$ cat src/design/hsp_pkg.sv
// Shared types and constants of the HTTP status line parser.
// No dependencies; every design module imports this package.
package hsp_pkg;

	localparam int MAX_LINE_LEN = 4096;
	localparam int POS_W        = $clog2(MAX_LINE_LEN + 1);
	localparam int OFS_W        = 13;
	localparam int ACC_W        = 10;

	localparam int QDEPTH = 2;
	localparam int QPTR_W = (QDEPTH > 1) ? $clog2(QDEPTH) : 1;
	localparam int QCNT_W = $clog2(QDEPTH + 1);

	localparam logic [7:0] CH_H     = 8'h48;
	localparam logic [7:0] CH_T     = 8'h54;
	localparam logic [7:0] CH_P     = 8'h50;
	localparam logic [7:0] CH_SLASH = 8'h2F;
	localparam logic [7:0] CH_DOT   = 8'h2E;
	localparam logic [7:0] CH_SP    = 8'h20;
	localparam logic [7:0] CH_TAB   = 8'h09;
	localparam logic [7:0] CH_ZERO  = 8'h30;
	localparam logic [7:0] CH_NINE  = 8'h39;
	localparam logic [7:0] CH_VIS_LO = 8'h21;
	localparam logic [7:0] CH_VIS_HI = 8'h7E;

	localparam logic [ACC_W-1:0] ACC_MAX    = 10'd1023;
	localparam logic [ACC_W-1:0] VER_MAX    = 10'd9;
	localparam logic [ACC_W-1:0] STATUS_MIN = 10'd100;
	localparam logic [ACC_W-1:0] STATUS_MAX = 10'd599;

	typedef enum logic [2:0] {
		ERR_NONE     = 3'd0,
		ERR_SYNTAX   = 3'd1,
		ERR_VERSION  = 3'd2,
		ERR_STATUS   = 3'd3,
		ERR_EARLY    = 3'd4,
		ERR_TOO_LONG = 3'd5
	} err_t;

	typedef enum logic [14:0] {
		PH_IDLE  = 15'h0001,
		PH_H     = 15'h0002,
		PH_T1    = 15'h0004,
		PH_T2    = 15'h0008,
		PH_P     = 15'h0010,
		PH_SLASH = 15'h0020,
		PH_MAJ0  = 15'h0040,
		PH_MAJ   = 15'h0080,
		PH_MIN0  = 15'h0100,
		PH_MIN   = 15'h0200,
		PH_ST0   = 15'h0400,
		PH_ST    = 15'h0800,
		PH_RS0   = 15'h1000,
		PH_RS    = 15'h2000,
		PH_DONE  = 15'h4000
	} phase_t;

	// One classified byte as it travels from the front to the back.
	typedef struct packed {
		logic [7:0] data;
		logic       first;
		logic       last;
		logic       digit;
		logic       in_set;
	} beat_t;

	// Head of the queue as the back sees it.
	typedef struct packed {
		logic  valid;
		beat_t beat;
	} q_head_t;

endpackage

$ cat src/design/hsp_front.sv
// Front end: takes input beats and classifies each byte for the parser.
// Depends on hsp_pkg; pushes into hsp_queue.
module hsp_front
	import hsp_pkg::*;
(
	input  logic       in_valid,
	output logic       in_ready,
	input  logic [7:0] data_byte,
	input  logic       first,
	input  logic       last,
	input  logic       q_full,
	output logic       push,
	output beat_t      push_beat
);

	logic is_digit;
	logic is_vis;

	assign is_digit = (data_byte >= CH_ZERO) && (data_byte <= CH_NINE);
	assign is_vis   = (data_byte >= CH_VIS_LO) && (data_byte <= CH_VIS_HI);

	assign in_ready = !q_full;
	assign push     = in_valid && !q_full;

	always_comb begin
		push_beat.data   = data_byte;
		push_beat.first  = first;
		push_beat.last   = last;
		push_beat.digit  = is_digit;
		push_beat.in_set = is_vis || (data_byte == CH_TAB) || (data_byte == CH_SP);
	end

endmodule

$ cat src/design/hsp_queue.sv
// Short queue of classified beats between the front and the back.
// Depends on hsp_pkg.
module hsp_queue
	import hsp_pkg::*;
(
	input  logic    clk,
	input  logic    arst_n,
	input  logic    push,
	input  beat_t   push_beat,
	output logic    full,
	input  logic    pop,
	output q_head_t head
);

	beat_t             mem_q [QDEPTH];
	logic [QPTR_W-1:0] wr_ptr_q;
	logic [QPTR_W-1:0] rd_ptr_q;
	logic [QCNT_W-1:0] count_q;

	function automatic logic [QPTR_W-1:0] ptr_next(input logic [QPTR_W-1:0] ptr);
		return (ptr == QPTR_W'(QDEPTH - 1)) ? '0 : ptr + QPTR_W'(1);
	endfunction

	assign full       = (count_q == QCNT_W'(QDEPTH));
	assign head.valid = (count_q != '0);
	assign head.beat  = mem_q[rd_ptr_q];

	always_ff @(posedge clk) begin
		if (push) begin
			mem_q[wr_ptr_q] <= push_beat;
		end
	end

	always_ff @(posedge clk or negedge arst_n) begin
		if (!arst_n) begin
			wr_ptr_q <= '0;
			rd_ptr_q <= '0;
			count_q  <= '0;
		end else begin
			if (push) begin
				wr_ptr_q <= ptr_next(wr_ptr_q);
			end
			if (pop) begin
				rd_ptr_q <= ptr_next(rd_ptr_q);
			end
			case ({push, pop})
				2'b10:   count_q <= count_q + QCNT_W'(1);
				2'b01:   count_q <= count_q - QCNT_W'(1);
				default: count_q <= count_q;
			endcase
		end
	end

endmodule

$ cat src/design/hsp_back.sv
// Back end: the status line state machine and the result register; it takes one beat
// per cycle while no result is stalled. Depends on hsp_pkg; pops beats from hsp_queue.
module hsp_back
	import hsp_pkg::*;
(
	input  logic             clk,
	input  logic             arst_n,
	input  q_head_t          head,
	output logic             pop,
	output logic             out_valid,
	input  logic             out_ready,
	output logic             ok,
	output logic [2:0]       error_code,
	output logic [3:0]       version_major,
	output logic [3:0]       version_minor,
	output logic [9:0]       status_value,
	output logic [OFS_W-1:0] status_end,
	output logic             has_reason,
	output logic [OFS_W-1:0] reason_begin,
	output logic [OFS_W-1:0] reason_end,
	output logic [OFS_W-1:0] consumed
);

	phase_t             phase_q;
	logic [ACC_W-1:0]   acc_q;
	logic [ACC_W-1:0]   major_q;
	logic [POS_W-1:0]   pos_q;
	logic [7:0]         ver_q;
	logic [ACC_W-1:0]   status_q;
	logic [POS_W-1:0]   line_end_q;
	logic [POS_W-1:0]   rstart_q;
	logic [1:0]         flags_q;

	phase_t             ph;
	logic [ACC_W-1:0]   acc;
	logic [ACC_W-1:0]   maj;
	logic [POS_W-1:0]   pos;
	logic [POS_W-1:0]   p;
	logic [7:0]         ver;
	logic [ACC_W-1:0]   st;
	logic [POS_W-1:0]   lend;
	logic [POS_W-1:0]   rst;
	logic [1:0]         flg;
	logic               active;
	logic               fire;
	logic               okv;
	err_t               err;
	logic               has;
	beat_t              b;

	logic               out_valid_q;
	logic               ok_q;
	logic [2:0]         err_q;
	logic [3:0]         vmaj_q;
	logic [3:0]         vmin_q;
	logic [9:0]         stc_q;
	logic [OFS_W-1:0]   send_q;
	logic               has_q;
	logic [OFS_W-1:0]   rbeg_q;
	logic [OFS_W-1:0]   rend_q;
	logic [OFS_W-1:0]   cons_q;

	logic               r_ok;
	logic [3:0]         r_vmaj;
	logic [3:0]         r_vmin;
	logic [9:0]         r_stc;
	logic [OFS_W-1:0]   r_send;
	logic [OFS_W-1:0]   r_rbeg;
	logic [OFS_W-1:0]   r_rend;
	logic [OFS_W-1:0]   r_cons;

	// Decimal accumulate with saturation: acc * 10 + d, capped at ACC_MAX.
	function automatic logic [ACC_W-1:0] mul10_add(input logic [ACC_W-1:0] a,
			input logic [3:0] d);
		logic [ACC_W+3:0] v;
		v = (ACC_W+4)'({a, 3'b000}) + (ACC_W+4)'({a, 1'b0}) + (ACC_W+4)'(d);
		return (v > (ACC_W+4)'(ACC_MAX)) ? ACC_MAX : v[ACC_W-1:0];
	endfunction

	assign b   = head.beat;
	assign pop = head.valid && (!out_valid_q || out_ready);

	always_comb begin
		ph     = phase_q;
		acc    = acc_q;
		maj    = major_q;
		pos    = pos_q;
		p      = pos_q;
		ver    = ver_q;
		st     = status_q;
		lend   = line_end_q;
		rst    = rstart_q;
		flg    = flags_q;
		fire   = 1'b0;
		okv    = 1'b0;
		err    = ERR_NONE;
		active = (phase_q != PH_IDLE) && (phase_q != PH_DONE);

		if (b.first) begin
			ph     = PH_H;
			acc    = '0;
			maj    = '0;
			pos    = '0;
			ver    = '0;
			st     = '0;
			lend   = '0;
			rst    = '0;
			flg    = '0;
			active = 1'b1;
		end

		if (active) begin
			if (((ph == PH_RS0) || (ph == PH_RS)) && !b.in_set) begin
				// The byte that ends the reason phrase is not consumed.
				fire = 1'b1;
				okv  = 1'b1;
			end else if (pos >= POS_W'(MAX_LINE_LEN)) begin
				fire = 1'b1;
				err  = ERR_TOO_LONG;
			end else begin
				p   = pos;
				pos = p + POS_W'(1);
				case (ph)
					PH_H: begin
						if (b.data != CH_H) begin
							fire = 1'b1; err = ERR_SYNTAX;
						end else ph = PH_T1;
					end
					PH_T1: begin
						if (b.data != CH_T) begin
							fire = 1'b1; err = ERR_SYNTAX;
						end else ph = PH_T2;
					end
					PH_T2: begin
						if (b.data != CH_T) begin
							fire = 1'b1; err = ERR_SYNTAX;
						end else ph = PH_P;
					end
					PH_P: begin
						if (b.data != CH_P) begin
							fire = 1'b1; err = ERR_SYNTAX;
						end else ph = PH_SLASH;
					end
					PH_SLASH: begin
						if (b.data != CH_SLASH) begin
							fire = 1'b1; err = ERR_SYNTAX;
						end else ph = PH_MAJ0;
					end
					PH_MAJ0: begin
						if (!b.digit) begin
							fire = 1'b1; err = ERR_SYNTAX;
						end else begin
							acc = ACC_W'(b.data[3:0]);
							ph  = PH_MAJ;
						end
					end
					PH_MIN0: begin
						if (!b.digit) begin
							fire = 1'b1; err = ERR_SYNTAX;
						end else begin
							acc = ACC_W'(b.data[3:0]);
							ph  = PH_MIN;
						end
					end
					PH_ST0: begin
						if (!b.digit) begin
							fire = 1'b1; err = ERR_SYNTAX;
						end else begin
							acc = ACC_W'(b.data[3:0]);
							ph  = PH_ST;
						end
					end
					PH_MAJ: begin
						if (b.digit) begin
							acc = mul10_add(acc, b.data[3:0]);
						end else if (b.data != CH_DOT) begin
							fire = 1'b1; err = ERR_SYNTAX;
						end else begin
							maj = acc;
							acc = '0;
							ph  = PH_MIN0;
						end
					end
					PH_MIN: begin
						if (b.digit) begin
							acc = mul10_add(acc, b.data[3:0]);
						end else if ((maj > VER_MAX) || (acc > VER_MAX)) begin
							fire = 1'b1; err = ERR_VERSION;
						end else begin
							ver    = {maj[3:0], acc[3:0]};
							flg[0] = 1'b1;
							if (b.data != CH_SP) begin
								fire = 1'b1; err = ERR_SYNTAX;
							end else begin
								acc = '0;
								ph  = PH_ST0;
							end
						end
					end
					PH_ST: begin
						if (b.digit) begin
							acc = mul10_add(acc, b.data[3:0]);
						end else if ((acc < STATUS_MIN) || (acc > STATUS_MAX)) begin
							fire = 1'b1; err = ERR_STATUS;
						end else begin
							st     = acc;
							lend   = p;
							flg[1] = 1'b1;
							if (b.data != CH_SP) begin
								fire = 1'b1; err = ERR_SYNTAX;
							end else ph = PH_RS0;
						end
					end
					PH_RS0: begin
						rst = p;
						ph  = PH_RS;
					end
					default: begin
					end
				endcase

				if (!fire && b.last) begin
					fire = 1'b1;
					if ((ph == PH_RS0) || (ph == PH_RS)) begin
						okv = 1'b1;
					end else if (ph == PH_MIN) begin
						if ((maj > VER_MAX) || (acc > VER_MAX)) begin
							err = ERR_VERSION;
						end else begin
							ver    = {maj[3:0], acc[3:0]};
							flg[0] = 1'b1;
							err    = ERR_EARLY;
						end
					end else if (ph == PH_ST) begin
						if ((acc < STATUS_MIN) || (acc > STATUS_MAX)) begin
							err = ERR_STATUS;
						end else begin
							st     = acc;
							lend   = pos;
							flg[1] = 1'b1;
							err    = ERR_EARLY;
						end
					end else begin
						err = ERR_EARLY;
					end
				end
			end
		end

		has    = okv && (ph == PH_RS);
		r_ok   = okv;
		r_vmaj = flg[0] ? ver[7:4] : 4'd0;
		r_vmin = flg[0] ? ver[3:0] : 4'd0;
		r_stc  = flg[1] ? st : '0;
		r_send = has ? OFS_W'(pos) : OFS_W'(lend);
		r_rbeg = has ? OFS_W'(rst) : '0;
		r_rend = has ? OFS_W'(pos) : '0;
		r_cons = okv ? OFS_W'(pos) : '0;
		if (fire) begin
			ph = PH_DONE;
		end
	end

	always_ff @(posedge clk or negedge arst_n) begin
		if (!arst_n) begin
			phase_q     <= PH_IDLE;
			out_valid_q <= 1'b0;
		end else begin
			if (pop) begin
				phase_q <= ph;
			end
			if (pop && fire) begin
				out_valid_q <= 1'b1;
			end else if (out_ready) begin
				out_valid_q <= 1'b0;
			end
		end
	end

	always_ff @(posedge clk) begin
		if (pop) begin
			acc_q      <= acc;
			major_q    <= maj;
			pos_q      <= pos;
			ver_q      <= ver;
			status_q   <= st;
			line_end_q <= lend;
			rstart_q   <= rst;
			flags_q    <= flg;
		end
		if (pop && fire) begin
			ok_q   <= r_ok;
			err_q  <= err;
			vmaj_q <= r_vmaj;
			vmin_q <= r_vmin;
			stc_q  <= r_stc;
			send_q <= r_send;
			has_q  <= has;
			rbeg_q <= r_rbeg;
			rend_q <= r_rend;
			cons_q <= r_cons;
		end
	end

	assign out_valid     = out_valid_q;
	assign ok            = ok_q;
	assign error_code    = err_q;
	assign version_major = vmaj_q;
	assign version_minor = vmin_q;
	assign status_value  = stc_q;
	assign status_end    = send_q;
	assign has_reason    = has_q;
	assign reason_begin  = rbeg_q;
	assign reason_end    = rend_q;
	assign consumed      = cons_q;

endmodule

$ cat src/design/http_status_line_parser.sv
// HTTP status line parser: takes the bytes of a response, one beat per byte, and
// gives one result beat per status line.
// Input channel: in_valid/in_ready carry data_byte, first and last. A beat with
// first set restarts the parse at offset 0; last marks the end of the text.
// Output channel: out_valid/out_ready carry ok, error_code, the version, the
// status code and the byte offsets of the line and of its reason phrase.
// Throughput is one byte per cycle while no result is stalled, set by the per-byte
// step of the back end's state machine, which does one saturating multiply-by-ten
// and add per cycle. An accepted input beat is written into the queue; the back
// end pops it and, if it ends a line, registers the result that drives out_valid.
// Bytes that arrive while no line is open produce no result and are dropped.
// At reset the queue empties, the parser goes idle and no result is pending.
// When the receiver stalls, the pending result holds steady and the back end takes
// no further beats until it is taken, whether or not the next byte would give a
// result; once the two-entry queue fills, in_ready falls.
// Depends on hsp_pkg, hsp_front, hsp_queue and hsp_back.
module http_status_line_parser
	import hsp_pkg::*;
(
	input  logic             clk,
	input  logic             arst_n,
	input  logic             in_valid,
	output logic             in_ready,
	input  logic [7:0]       data_byte,
	input  logic             first,
	input  logic             last,
	output logic             out_valid,
	input  logic             out_ready,
	output logic             ok,
	output logic [2:0]       error_code,
	output logic [3:0]       version_major,
	output logic [3:0]       version_minor,
	output logic [9:0]       status_value,
	output logic [OFS_W-1:0] status_end,
	output logic             has_reason,
	output logic [OFS_W-1:0] reason_begin,
	output logic [OFS_W-1:0] reason_end,
	output logic [OFS_W-1:0] consumed
);

	// Classified beats pass from the front through the queue to the back.
	logic    push;
	beat_t   push_beat;
	logic    q_full;
	logic    pop;
	q_head_t head;

	hsp_front u_front (
		.in_valid  (in_valid),
		.in_ready  (in_ready),
		.data_byte (data_byte),
		.first     (first),
		.last      (last),
		.q_full    (q_full),
		.push      (push),
		.push_beat (push_beat)
	);

	hsp_queue u_queue (
		.clk       (clk),
		.arst_n    (arst_n),
		.push      (push),
		.push_beat (push_beat),
		.full      (q_full),
		.pop       (pop),
		.head      (head)
	);

	// The back end pops a beat whenever its result register is free or being taken.
	hsp_back u_back (
		.clk           (clk),
		.arst_n        (arst_n),
		.head          (head),
		.pop           (pop),
		.out_valid     (out_valid),
		.out_ready     (out_ready),
		.ok            (ok),
		.error_code    (error_code),
		.version_major (version_major),
		.version_minor (version_minor),
		.status_value  (status_value),
		.status_end    (status_end),
		.has_reason    (has_reason),
		.reason_begin  (reason_begin),
		.reason_end    (reason_end),
		.consumed      (consumed)
	);

endmodule

$ cat config.mk
export PLATFORM = sky130hd
export DESIGN_NAME = http_status_line_parser
export DESIGN_NICKNAME = d
export VERILOG_FILES = /design/src/design/hsp_pkg.sv /design/src/design/hsp_front.sv /design/src/design/hsp_queue.sv /design/src/design/hsp_back.sv /design/src/design/http_status_line_parser.sv
export SDC_FILE = /design/constraint.sdc
export NUM_CORES = 1
export LEC_CHECK = 0
export BUFFER_PORTS_ARGS = -buffer_cell sky130_fd_sc_hd__buf_2
export CORE_MARGIN = 1.5
export CORE_UTILIZATION = 35
export DETAILED_ROUTE_END_ITERATION = 8
export GPL_TIMING_DRIVEN = 0
export HOLD_SLACK_MARGIN = 0.15
export MAX_ROUTING_LAYER = met4
export SYNTH_ARGS = -nofsm -noshare
export SYNTH_HDL_FRONTEND = slang
export SYNTH_SLANG_ARGS = --single-unit
$ cat constraint.sdc
create_clock -name clk -period 14.3 [get_ports clk]
set_input_delay 4.29 -clock clk [delete_from_list [all_inputs] [get_ports clk]]
set_output_delay 4.29 -clock clk [all_outputs]
set_load 0.02 [all_outputs]
==> impl_metrics.json <==
{
  "worstReg2RegEnd": "u_back.status_end[2]",
  "seq_area_frac_synth": 0.4896,
  "drt_first_pass_iters": 8,
  "cts.clk_slew.worst_paths_ns": 0.08,
  "area_delta_synth_final_pct": 13.73,
  "rsz0062_at_grt": "false",
  "numCtsBuffers": 17,
  "cts.path.max_buffers": 2,
  "vias": 10496,
  "rows": 67,
  "syn_nets": 1270,
  "final_util": 0.4050,
  "cts.sinks": 198,
  "num_antenna_cells": 0,
  "worstSetupStartpoint": "u_queue.rd_ptr_q",
  "dpl-instance-area_sq_mm": 0.01302,
  "die_x_um": 187.7,
  "antenna_left": 0,
  "hold_path.class": "reg2reg",
  "cts_resized": 0,
  "ys_ff_latch": 198,
  "cts_tree": "built",
  "reg2reg_slack_ns": 5.67,
  "min_period_ns": 8.635,
  "synth-edff-count": 178,
  "routed_wl_um": 37190,
  "antenna_found_initial": 0,
  "wl_per_cell_um": 20.60,
  "path_class": "reg2reg",
  "cts_hold_buf": 0,
  "place_congestion": 0.9215,
  "grt_max_degree": 74,
  "vdd_drop_max_v": 0.0001483,
  "place_hpwl_um": 27980,
  "finalCritPeriodShare": 0.6038,
  "first_iter_violations": 1064,
  "grt_pass1_vias": 9896,
  "drive_gt1_frac": 0.1378,
  "outcome": "finished clean",
  "final_cell_area_sq_mm": 0.01358,
  "synth.distinct_cells": 89,
  "coreArea_sq_mm": 0.03353,
  "yosysTopAreaCellShare": 0.4476,
  "hold_depth": 1,
  "grt_pass1_wl_um": 57970,
  "regToRegStartpoint": "u_queue.rd_ptr_q",
  "synth_largest_area_cell": "edfxtp_1",
  "fp.dieH_um": 187.7,
  "tightestPinTransition_ns": 1.355,
  "cap_viol_max_count": 0,
  "cts_max_level": 4,
  "fmax_mhz": 115.8,
  "dieArea_sq_mm": 0.03524,
  "fin_nets": 1381,
  "port_buffers": 90,
  "power_density_mw_per_mm2": 237.4,
  "viasPerCell": 5.815,
  "required_ns": 14.50,
  "arrival_ns": 8.84,
  "synth_area_per_cell_sq_um": 9.677,
  "setup_viol": 0,
  "track_usage": 0.2185,
  "hold_viol": 0,
  "power.leakage_nw": 5.094,
  "yosys_warnings": 0,
  "ys.flop_type": "edfxtp_1",
  "maxSlewViolCount": 0,
  "clk_latency_ns": 0.46,
  "worstRegToRegCells": 23,
  "crit_fanout": 10,
  "cts_setup_buffers": 0,
  "postSynth.asyncResetShare": 0.1010,
  "syn_area_sq_mm": 0.01194,
  "syn_inst": 1234,
  "overflow": 0,
  "drc_errors": 0,
  "start_kind": "flop",
  "fin_setup_tns_ns": 0,
  "ios": 91,
  "skew_ns": 0.01992,
  "yosys-top-cells-area": "edfxtp_1 (45%), nand2_1 (5.0%), nor2_1 (4.2%)",
  "relSlewSlack": 0.08966,
  "dp_cells": 1774,
  "initial_utilization": 0.3561,
  "endpoint": "u_back.status_end[2]",
  "fillers": 3349,
  "worstSetupEndpointType": "flop",
  "cts_root_buf": "clkbuf_16",
  "stdcell_count": 1805
}
layer usage:
layer / global-route usage / part of all wire
met5: - / 0
met4: 0.07262 / 0.024
met3: 0.03331 / 0.076
met2: 0.3365 / 0.46
met1: 0.2945 / 0.44
metrics by stage:
step | hold slack [ns] | power [mW] | worst slack, ns
2_1_floorplan | 0.4608 | 2.186 | 5.871
3_3_place_gp | 0.4767 | 2.715 | 3.587
3_5_place_dp | 0.4807 | 2.733 | 5.818
4_1_cts | 0.4957 | 3.214 | 5.799
5_1_grt | 0.5274 | 3.413 | 5.079
6_report | 0.4920 | 3.225 | 5.665
registers in the layout, summed over array words and instances (netlist names), 8 cells and up:
register             count
u_back.reason_begin     13
u_back.status_q         10
u_back.status_value     10
u_back.major_q          10
u_back.ver_q             8
u_back.line_end_q       13
u_back.phase_q          15
u_back.status_end       13
u_back.reason_end       13
u_back.rstart_q         13
u_queue.mem_q           24
u_back.pos_q            13
u_back.acc_q            10
u_back.consumed         13
kinds of logic after synthesis:
group / after synthesis / share of synthesized area
and+or+nand+nor: 529 / 0.2188
adders and majority gates: 22 / 0.02368
DFF: 198 / 0.4896
xor gates and xnor gates: 29 / 0.02127
buffers and inverters: 117 / 0.03982
muxes: 43 / 0.03699
AOI/OAI and AO/OA: 296 / 0.1698
layout make-up:
type | count | area (sq um) | area share
sequential | 198 | 5847 | 0.4305
multi-input combinational | 919 | 5625 | 0.4142
tap | 448 | 560.5 | 0.04128
timing repair buffer | 92 | 505.5 | 0.03722
clock buffer | 17 | 425.4 | 0.03132
buffer | 67 | 287.8 | 0.02119
inverter | 50 | 192.7 | 0.01419
clock inverter | 14 | 136.4 | 0.01004
layout by cell type, fill, tap and decap left out, types with 7 or more instances in the layout:
cell / n
edfxtp_1: 178
nand2_1: 159
nor2_1: 134
buf_2: 100
o21ai_0: 60
a21oi_1: 52
nor3_1: 51
inv_1: 47
clkbuf_1: 47
mux2i_1: 34
nand3_1: 29
a31oi_1: 23
ha_1: 21
nor4_1: 20
o22ai_1: 20
and2_1: 19
dfrtp_1: 19
xnor2_1: 18
clkbuf_16: 17
nand4_1: 15
a211oi_1: 15
or3_1: 15
and3_1: 14
nand2b_1: 13
a21o_1: 13
nor2b_1: 13
o31ai_1: 11
xor2_1: 11
mux2_2: 9
a21boi_0: 9
or2_2: 8
a22oi_1: 8
o211ai_1: 7
o21a_1: 7
a221oi_1: 7
critical path, cell delays in order (launching register included):
cell	delay, ns
dfrtp_1	0.34
buf_2	0.19
mux2i_1	0.30
buf_2	0.30
buf_2	0.31
clkbuf_1	0.43
clkbuf_1	0.65
and2_1	0.34
ha_1	0.17
ha_1	0.19
inv_1	0.06
fa_1	0.40
nand2b_1	0.18
a211oi_1	0.32
o22ai_1	0.17
xnor2_1	0.22
nor4_2	0.60
a211oi_1	0.36
a2111oi_0	0.52
nor2_1	0.20
a2111oi_2	1.07
o31ai_1	0.45
a21bo_2	0.34
mux2_2	0.26
Yosys cell counts, drive strengths merged (13+ instances only):
library cell	n
a211oi	16
a21o	13
a21oi	52
a31oi	23
and2	19
and3	14
buf	19
clkbuf	48
dfrtp	19
edfxtp	178
ha	21
inv	50
mux2i	34
nand2	159
nand2b	13
nand3	30
nand4	15
nor2	135
nor2b	13
nor3	54
nor4	26
o21ai	62
o22ai	20
or3	16
xnor2	18
how the worst min path moves through the flow:
stage | end | startpoint | slack (ns)
finish | u_queue.wr_ptr_q | u_queue.wr_ptr_q | 0.49
global route | u_queue.wr_ptr_q | u_queue.wr_ptr_q | 0.53
CTS | u_queue.wr_ptr_q | u_queue.wr_ptr_q | 0.50
detailed placement | u_queue.wr_ptr_q | u_queue.wr_ptr_q | 0.48
global placement | u_queue.wr_ptr_q | u_queue.wr_ptr_q | 0.48
floorplan | u_queue.wr_ptr_q | u_queue.wr_ptr_q | 0.46
report_power, final:
part	switching [mW]	total (mW)	internal, mW
logic	1.12	1.59	0.465
registers	0.142	1.16	1.02
clock network	0.248	0.478	0.230
total	1.51	3.22	1.71
Power figures use the tool's default switching activity.
